### src/sv/lbtb_pkg.sv
// ----------------------------------------------------------------------------
// Lifetime bucket timer bank package
// Shared codes and the command/status bundles between controller and datapath.
// ----------------------------------------------------------------------------
package lbtb_pkg;

    typedef enum logic [1:0] {
        F_ADD  = 2'd0,
        F_DEL  = 2'd1,
        F_TICK = 2'd2,
        F_NONE = 2'd3
    } t_func;

    typedef enum logic [2:0] {
        K_ADDED     = 3'd0,
        K_PRESENT   = 3'd1,
        K_NO_BUCKET = 3'd2,
        K_NO_SLOT   = 3'd3,
        K_DELETED   = 3'd4,
        K_FIRED     = 3'd5,
        K_NONE_EXP  = 3'd6
    } t_kind;

    typedef enum logic [1:0] {
        M_ADD  = 2'd0,
        M_DEL  = 2'd1,
        M_CAND = 2'd2,
        M_SEL  = 2'd3
    } t_mode;

    localparam int MAX_FIRE = 32;
    localparam int NFW      = $clog2(MAX_FIRE + 1);

    typedef struct packed {
        logic  capture;
        logic  bstep;
        logic  sinit;
        logic  sstep;
        t_mode mode;
        logic  commit;
        logic  fire;
        logic  flush;
    } t_cmd;

    typedef struct packed {
        t_func func;
        logic  bdone;
        logic  sdone;
        logic  more;
    } t_stat;

endpackage

### src/sv/lbtb_ctrl.sv
// ----------------------------------------------------------------------------
// Lifetime bucket timer bank controller
// Sequences bucket scan, slot scans and commit/fire steps for each item.
// ----------------------------------------------------------------------------
module lbtb_ctrl
    import lbtb_pkg::*;
(
    input  logic       i_clk,
    input  logic       i_rst_n,
    input  logic       start,
    input  logic [1:0] i_func,
    input  t_stat      i_stat,
    output t_cmd       o_cmd,
    output logic       busy
);

    typedef enum logic [8:0] {
        S_IDLE   = 9'b000000001,
        S_BSCAN  = 9'b000000010,
        S_SSCAN  = 9'b000000100,
        S_COMMIT = 9'b000001000,
        S_CAND   = 9'b000010000,
        S_SELI   = 9'b000100000,
        S_SEL    = 9'b001000000,
        S_FIRE   = 9'b010000000,
        S_FLUSH  = 9'b100000000
    } t_state;

    t_state r_state;
    t_state n_state;

    always_ff @(posedge i_clk) begin
        if (!i_rst_n) begin
            r_state <= S_IDLE;
        end else begin
            r_state <= n_state;
        end
    end

    always_comb begin
        n_state = r_state;
        o_cmd   = '0;
        unique case (r_state)
            S_IDLE: begin
                if (start) begin
                    o_cmd.capture = 1'b1;
                    o_cmd.sinit   = 1'b1;
                    unique case (t_func'(i_func))
                        F_ADD, F_DEL: n_state = S_BSCAN;
                        F_TICK:       n_state = S_CAND;
                        F_NONE:       n_state = S_IDLE;
                        default:      n_state = S_IDLE;
                    endcase
                end
            end
            S_BSCAN: begin
                o_cmd.bstep = 1'b1;
                if (i_stat.bdone) n_state = S_SSCAN;
            end
            S_SSCAN: begin
                o_cmd.sstep = 1'b1;
                o_cmd.mode  = (i_stat.func == F_ADD) ? M_ADD : M_DEL;
                if (i_stat.sdone) n_state = S_COMMIT;
            end
            S_COMMIT: begin
                o_cmd.commit = 1'b1;
                n_state      = S_IDLE;
            end
            S_CAND: begin
                o_cmd.sstep = 1'b1;
                o_cmd.mode  = M_CAND;
                if (i_stat.sdone) n_state = S_SELI;
            end
            S_SELI: begin
                o_cmd.sinit = 1'b1;
                n_state     = S_SEL;
            end
            S_SEL: begin
                o_cmd.sstep = 1'b1;
                o_cmd.mode  = M_SEL;
                if (i_stat.sdone) n_state = S_FIRE;
            end
            S_FIRE: begin
                o_cmd.fire = 1'b1;
                n_state    = i_stat.more ? S_SELI : S_FLUSH;
            end
            S_FLUSH: begin
                o_cmd.flush = 1'b1;
                n_state     = S_IDLE;
            end
            default: n_state = S_IDLE;
        endcase
    end

    assign busy = (r_state != S_IDLE);

endmodule

### config.mk
export PLATFORM = sky130hd
export DESIGN_NAME = lbtb_ctrl
export DESIGN_NICKNAME = d
export VERILOG_FILES = /design/src/sv/lbtb_pkg.sv /design/src/sv/lbtb_ctrl.sv
export SDC_FILE = /design/constraint.sdc
export NUM_CORES = 1
export LEC_CHECK = 0
export BUFFER_PORTS_ARGS = -buffer_cell sky130_fd_sc_hd__buf_2
export CAP_MARGIN = 5
export CORE_MARGIN = 4
export CORE_UTILIZATION = 26
export CTS_CLUSTER_SIZE = 25
export DETAILED_ROUTE_END_ITERATION = 8
export PLACE_DENSITY = 0.48
export SYNTH_ARGS = -nofsm -noshare
export SYNTH_HDL_FRONTEND = slang
export SYNTH_SLANG_ARGS = --single-unit
### constraint.sdc
create_clock -name i_clk -period 1.41 [get_ports i_clk]
set_input_delay 0.2115 -clock i_clk [delete_from_list [all_inputs] [get_ports i_clk]]
set_output_delay 0.2115 -clock i_clk [all_outputs]
set_load 0.1 [all_outputs]
# Word level (Yosys, flattened, before mapping)
# Cells that the tools add are included.
totals:
  ff_bits: 9
  word_cells: 40
  in_bits: 10
classes:
  n_eq_ne: 18
  mux: 17
  n_reduce_logical: 4
op_table:
  columns: ["op", "count"]
  rows:
  - ["case mux 9 bit (7 select lines)", 1]
  - ["two-way mux 9 bit", 6]
  - ["case mux 9 bit (3 select lines)", 1]
  - ["!= test 2 bit (second input constant)", 5]
  - ["equality test 9 x 1 -> 1 bit (second input constant)", 1]
  - ["equality test 9 x 2 -> 1 bit (second input constant)", 1]
  - ["equality test 9 x 3 -> 1 bit (second input constant)", 1]
  - ["equality test 9 x 4 -> 1 bit (second input constant)", 1]
  - ["equality test 9 x 5 -> 1 bit (second input constant)", 1]
  - ["equality test 9 x 6 -> 1 bit (second input constant)", 1]
  - ["equality test 9 x 7 -> 1 bit (second input constant)", 1]
  - ["equality test 9 x 8 -> 1 bit (second input constant)", 1]
  - ["equality test 9 bit (second input constant)", 1]
  - ["!= test 9 x 1 -> 1 bit (second input constant)", 1]
  - ["case mux 3 bit (3 select lines)", 1]
  - ["two-way mux 1 bit", 7]
  - ["AND reduction 5 bit", 1]
  - ["equality test 2 bit (second input constant)", 2]
  - ["zero test 2 bit", 2]
  - ["equality test 2 x 1 -> 1 bit (second input constant)", 1]
  - ["case mux 1 bit (2 select lines)", 1]
  - ["OR reduction 2 bit", 1]

# Logic depth before layout (Yosys ltp)
# Gate-level depths: netlist (run 1).
logic_depth:
  depth_word: 5
  depth_mapped: 5

# Worst setup path before layout (run 1)
# OpenSTA, ideal clock, no wires.
synth_timing:
  path_type: "reg2out"
  startpoint: "reg r_state[4]"
  endpoint: "out o_cmd[0] (netlist bit)"
  t_arrival_ps: 3123
  path_stages_with_launch: 5
  path_buffers: 1
  t_required_ps: 1199
  setup_slack_ps: -1924
  cell_sequence: "dfxtp_1 -> buf_6 -> nor4_4 -> nand2_1 -> nor3b_1"
synth_lines:
  columns: ["item", "line", "rtl"]
  rows:
  - ["start, declared", "lbtb_ctrl.sv:29", "t_state r_state;"]
  - ["start signal, assigned", "lbtb_ctrl.sv:36", "r_state <= n_state;"]
  - ["end, declared", "lbtb_ctrl.sv:13", "output t_cmd o_cmd,"]

==> flow_summary_export.csv, run 1 <==
group,metric,value,unit
setup_path,startpoint,"r_state[6]",
yosys,synth_fp_nets,94,
die,num_io_pins,20,
finish,syn_to_final_growth,106,%
cts,htreeDepth,1,
setup_path,slowest_stage,"dfxtp_2",
placement,io_buffer_count,19,
yosys,syn_inst,84,
die,core.rowCount,18,
detailed_routing,drc,0,
finish,final_util,56.9,%
detailed_routing,routed_via_density,5.04,
yosys,yosys.cell_types.count,34,
yosys,ys_warn_count,0,
flow_run,maxCapViolCount,0,
yosys,syn_area_per_cell,8.28,µm²
detailed_routing,drt_first_iter_violations,22,
finish,fin_nets,147,
yosys,synth_adder_area_share,0,%
sta,fmax,560,MHz
setup_path,crit_fanout,3,
die,coreArea,0.00252,mm²
cts,cts_root_buf,"clkbuf_4",
finish,multi_input_area,601,µm²
status,violations,"setup timing",
yosys,yosys.area.top_type_share,25.9,%
sta,drv_slew,0,
die,start_util,27.6,%
sta,layout_min_cycle_time,1.79,ns
sta,finalHoldViolCount,0,
yosys,synth-simple-area-share,42.6,%
setup_path,rrSetupSlack,-0.29,ns
setup_path,crit_path_max_incr_delay,0.34,ns
pwr,ir_drop,601,µV
sta,period_share,127,%
global_routing,grtUsageTotal,13.8,%
sta,finClkSkew,0.00338,ns
yosys,async_flop_share,0,%
setup_path,r2r_start,"r_state[6]",
cts,cts.reportedPaths.clkPinSlew,0.06,ns
setup_path,cp_cell_sequence,"nor4_4, buf_4, nand4_1, buf_6, clkinvlp_4, buf_12",
sta,fin_hold_ws,0.131,ns
finish,ff_latch_area,193,µm²
yosys,ys_ff_latch,9,
finish,layout.cells.non_filler,166,
die,die_area,0.00357,mm²
yosys,yosys_most_used_dff,"dfxtp_1",
cts,cts_buffer_depth,2,
detailed_routing,vias,836,
global_routing,grt_max_degree,10,
detailed_routing,wl_per_cell,14.8,µm
yosys,synthXorXnorAreaFrac,3.78,%
setup_path,reg2reg_depth,8,
setup_path,cp.required,1.20,ns
hold_path,holdCritPathClass,"input port to flop",
setup_path,timing.rr.end,"r_state[4]",
sta,relSlewSlack,80.3,%
placement,dp_hpwl,1.73,mm
detailed_routing,postRouteAntennaNets,0,
cts,clock_latency,0.26,ns
status,status,"complete, but fails checks",
setup_path,endpoint_kind,"output port",
cts,cts_buffers,3,
setup_path,crit_arrival,1.57,ns
yosys,synth.area.top_cells,"dfxtp_1 26%, nor3_1 7.2%, clkbuf_8 5.9%",
placement,place_congestion,0.885,
detailed_routing,drt-total-wl,2.45,mm
pwr,leakagePower,0.594,nW
yosys,synth_mux_area_share,1.44,%
sta,worst_slew_pin_slew,0.294,ns
global_routing,grt_pass1_wl,3.72,mm
detailed_routing,dr.pass1.iters,4,
setup_path,cp-endpoint,"o_cmd[8]",
finish,largest_reg_flops,9,
yosys,synth_top_family_by_area,"simple AND/OR/NAND/NOR gates",
finish,diodes,0,
sta,setup_viol,15,
global_routing,gr-total-overflow,0,
die,die_y,59.7,µm
setup_path,setup.worst_path.class,"flop to output port",
cts,clock_sinks,9,
finish,fillCellCount,215,
yosys,ys_seq_area_share,25.9,%
finish,top_register,"r_state",
yosys,synth-compound-area-share,12.8,%
sta,worst_slack,-0.376,ns
finish,reg.largest.list,"r_state x9",
global_routing,first_global_vias,809,
finish,drive_gt1_share,71.3,%
die,die_x,59.7,µm
yosys,netlist_area,696,µm²
global_routing,antenna_found_initial,0,
sta,rsz0062_at_grt,"yes",
yosys,synth_edf_count,0,
yosys,synth_top_area_cell,"dfxtp_1",
placement,place_inst,151,
pwr,powerDensity,641,mW/mm²
cts,cts_tree,"yes",
setup_path,worstSetupStartpointType,"flop",
[logic make-up (layout without fill, tap and decap cells)]
kind of cell           after synthesis  in the layout
AND/OR/NAND/NOR                     47             47
AO/OA/AOI/OAI                       12             12
buffers and inverters               12             64
flip-flops                           9              9
XOR/XNOR                             3              3
multiplexers                         1              1
[through the flow]
stage | TNS (ns) | power [mW] | worst slack [ns] | instance area [µm²]
6_report | -4.21 | 0.920 | -0.376 | 1440
5_1_grt | -5.37 | 0.961 | -0.457 | 1440
4_1_cts | -3.16 | 0.884 | -0.379 | 1340
3_5_place_dp | -1.99 | 0.640 | -0.210 | 1160
3_3_place_gp | -1.75 | 0.638 | -0.199 | 1160
2_1_floorplan | -4.50 | 0.510 | -0.613 | 781
[cell usage in the layout (no fill, tap or decap), types with 3 or more instances in the layout]
cell	instances
buf_12	10
buf_2	9
buf_4	25
buf_6	11
clkbuf_4	3
dfxtp_1	3
dfxtp_2	4
inv_1	3
nand2_1	5
nand2_4	3
nand4_1	3
nor2_1	3
nor3_1	5
nor3_2	4
nor4b_1	4
[final cells by class]
type,instances,share of cell area (%)
well taps,30,2.61
inverters,5,1.57
flip-flops and latches,9,13.4
clock buffers,4,1.83
repair buffers,55,38.8
multi-input cells,63,41.8
[worst min-delay path by stage]
stage | endpoint | cells after the start | start | slack, ns
floorplan | r_state[8] | 1 | i_stat[0] | 0.28
global placement | r_state[8] | 2 | i_stat[0] | 0.40
detailed placement | r_state[8] | 2 | i_stat[0] | 0.41
CTS | r_state[8] | 2 | i_stat[0] | 0.13
global route | r_state[8] | 2 | i_stat[0] | 0.12
finish | r_state[8] | 2 | i_stat[0] | 0.13
[report_power, final]
| part | switching [mW] | total [mW] | internal (mW) |
|---|---|---|---|
| clock network | 0.0864 | 0.195 | 0.109 |
| logic | 0.255 | 0.460 | 0.205 |
| registers | 0.00662 | 0.265 | 0.258 |
| total | 0.348 | 0.920 | 0.572 |
[Yosys cell counts, types with 2 or more instances]
| cell type | n |
|---|---|
| a21oi_1 | 2 |
| and3_1 | 2 |
| buf_4 | 3 |
| clkbuf_8 | 3 |
| dfxtp_1 | 9 |
| inv_1 | 5 |
| nand2_1 | 8 |
| nand4_1 | 3 |
| nor2_1 | 6 |
| nor3_1 | 10 |
| nor3b_1 | 4 |
| nor4b_1 | 4 |
| o21a_1 | 2 |
| o21ai_0 | 2 |
| xor2_1 | 2 |
[critical path: cells and delay by family, from the launching register on]
kind	cells	cell delay, ns
buf+inv	4	0.56
flops	1	0.34
simple gates	2	0.41
[per-layer routing]
| layer | GRT usage, % | part of all wire [%] | up-vias |
|---|---|---|---|
| li1 | - | - | 410 |
| met1 | 16.6 | 41 | 396 |
| met2 | 24.7 | 52 | 26 |
| met3 | 2.59 | 4.9 | 4 |
| met4 | 3.80 | 1.4 | 0 |
| met5 | 0 | 0 | - |
[what timing repair did]
item	CTS	global route
hold buffers	0	0
pin swaps	14	10
setup buffers	5	6
gates resized for setup	33	10
cloned	0	0
endpoints found under the setup margin	17	17
Power figures use the tool's default switching activity.
==> run 2: changes to the inputs <==
--- a/config.mk
+++ b/config.mk
@@ -6,12 +6,14 @@
 export NUM_CORES = 1
 export LEC_CHECK = 0
 export BUFFER_PORTS_ARGS = -buffer_cell sky130_fd_sc_hd__buf_2
-export CAP_MARGIN = 5
+export CAP_MARGIN = 20
+export CELL_PAD_IN_SITES_DETAIL_PLACEMENT = 0
+export CELL_PAD_IN_SITES_GLOBAL_PLACEMENT = 1
 export CORE_MARGIN = 4
 export CORE_UTILIZATION = 26
 export CTS_CLUSTER_SIZE = 25
 export DETAILED_ROUTE_END_ITERATION = 8
-export PLACE_DENSITY = 0.48
+export PLACE_DENSITY = 0.62
 export SYNTH_ARGS = -nofsm -noshare
 export SYNTH_HDL_FRONTEND = slang
 export SYNTH_SLANG_ARGS = --single-unit
==> flow_summary_export.csv, run 2 (synthesis gave the netlist of run 1 again) <==
group,metric,value,unit
global_routing,grt_pass1_wl,4.04,mm
finish,layout.cells.non_filler,162,
setup_path,cp.required,1.20,ns
detailed_routing,drc,0,
detailed_routing,postRouteAntennaNets,0,
global_routing,grt_max_degree,10,
detailed_routing,drt_first_iter_violations,35,
setup_path,endpoint_kind,"output port",
die,num_io_pins,20,
die,die_area,0.00357,mm²
finish,reg.largest.list,"r_state x9",
cts,cts_buffer_depth,2,
setup_path,crit_arrival,1.64,ns
sta,drv_slew,0,
finish,layout_commonest_cell,"buf_4",
finish,largest_reg_flops,9,
setup_path,crit_fanout,3,
sta,worst_slack,-0.439,ns
cts,cts_buffers,3,
cts,htreeDepth,1,
sta,layout_min_cycle_time,1.85,ns
status,violations,"setup timing",
detailed_routing,routed_via_density,5.11,
global_routing,grtUsageTotal,15.2,%
finish,top_register,"r_state",
sta,rsz0062_at_grt,"yes",
detailed_routing,drt-total-wl,2.37,mm
sta,period_share,131,%
finish,final_util,55.1,%
detailed_routing,wl_per_cell,14.6,µm
finish,drive_gt1_share,68.9,%
status,status,"complete, but fails checks",
placement,io_buffer_count,19,
die,core.rowCount,18,
setup_path,setup.worst_path.class,"flop to output port",
pwr,powerDensity,670,mW/mm²
setup_path,worstSetupStartpointType,"flop",
cts,cts_root_buf,"clkbuf_4",
hold_path,holdCritPathClass,"input port to flop",
die,start_util,27.6,%
flow_run,maxCapViolCount,0,
finish,syn_to_final_growth,99.8,%
global_routing,first_global_vias,867,
die,die_x,59.7,µm
finish,fin_nets,143,
pwr,leakagePower,0.562,nW
placement,dp_hpwl,1.74,mm
placement,place_congestion,0.811,
sta,fin_setup_tns,-4.70,ns
sta,setup_viol,17,
sta,fmax,541,MHz
finish,diodes,0,
detailed_routing,dr.pass1.iters,4,
cts,cts.reportedPaths.clkPinSlew,0.07,ns
sta,finClkSkew,0.00248,ns
sta,worst_slew_pin_slew,0.320,ns
finish,mostFrequentLayoutCells,"23 x buf_4, 10 x buf_12, 9 x buf_2, 9 x buf_6",
global_routing,antenna_found_initial,0,
pwr,ir_drop,563,µV
global_routing,gr-total-overflow,0,
placement,place_inst,151,
cts,clock_sinks,9,
sta,finalHoldViolCount,0,
detailed_routing,vias,828,
sta,relSlewSlack,78.5,%
cts,cts_tree,"yes",
die,die_y,59.7,µm
finish,fillCellCount,233,
cts,clock_latency,0.26,ns
die,coreArea,0.00252,mm²
run 2: cell types whose count changed in the layout (fill, tap and decap cells not counted), sizes merged:
| cell | previous run | this run |
|---|---|---|
| buf | 55 | 51 |
run 2: worst max-delay path: stages (launching register included):
cell and delay [ns]:
dfxtp_2 0.34, nor4_4 0.37, nand4_1 0.26, o21ai_4 0.22, buf_12 0.19
run 2: cell type report:
type	count	area (µm²)	share of cell area, %
clock buffer	4	26.3	1.89
tap	30	37.5	2.70
multi-input combinational	63	591	42.5
sequential	9	194	14.0
timing repair buffer	51	519	37.4
inverter	5	22.5	1.62
run 2: what timing repair did:
action,4_1_cts,5_1_grt
setup endpoints to repair,17,18
resized for setup,26,12
hold buffers,0,0
setup buffers,5,2
pin swaps,11,7
run 2: final timing paths:
| kind | start | end | slack, ns | depth (start not counted) |
|---|---|---|---|---|
| setup / recovery | r_state[6] | o_cmd[3] | -0.44 | 4 |
| hold / removal | i_stat[0] | r_state[8] | 0.12 | 2 |
| setup reg to reg | r_state[6] | r_state[4] | -0.27 | 8 |
| hold reg to reg | r_state[0] | r_state[2] | 0.56 | 2 |
run 2: per-layer routing:
layer  vias up  wire length [µm]  GRT usage [%]
met5         -                 0              0
met4         0                 3           5.06
met3         2               144           3.46
met2        29              1240           27.0
met1       396               981           17.6
li1        401                 -              -
run 2: through the flow:
step,instance area [µm²],setup slack (ns),total power [mW],hold slack [ns]
detailed placement,1160,-0.171,0.637,0.406
floorplan,781,-0.613,0.510,0.282
global placement,1160,-0.131,0.633,0.407
finish,1390,-0.439,0.931,0.124
CTS,1330,-0.442,0.915,0.119
global route,1390,-0.545,0.979,0.120
run 2: power by group:
group	internal (mW)	total, mW	switching [mW]	leakage [nW]
Combinational	0.200	0.447	0.247	0.471
Sequential	0.261	0.272	0.0112	0.0762
Clock	0.109	0.211	0.102	0.0150
Total	0.571	0.931	0.360	0.562
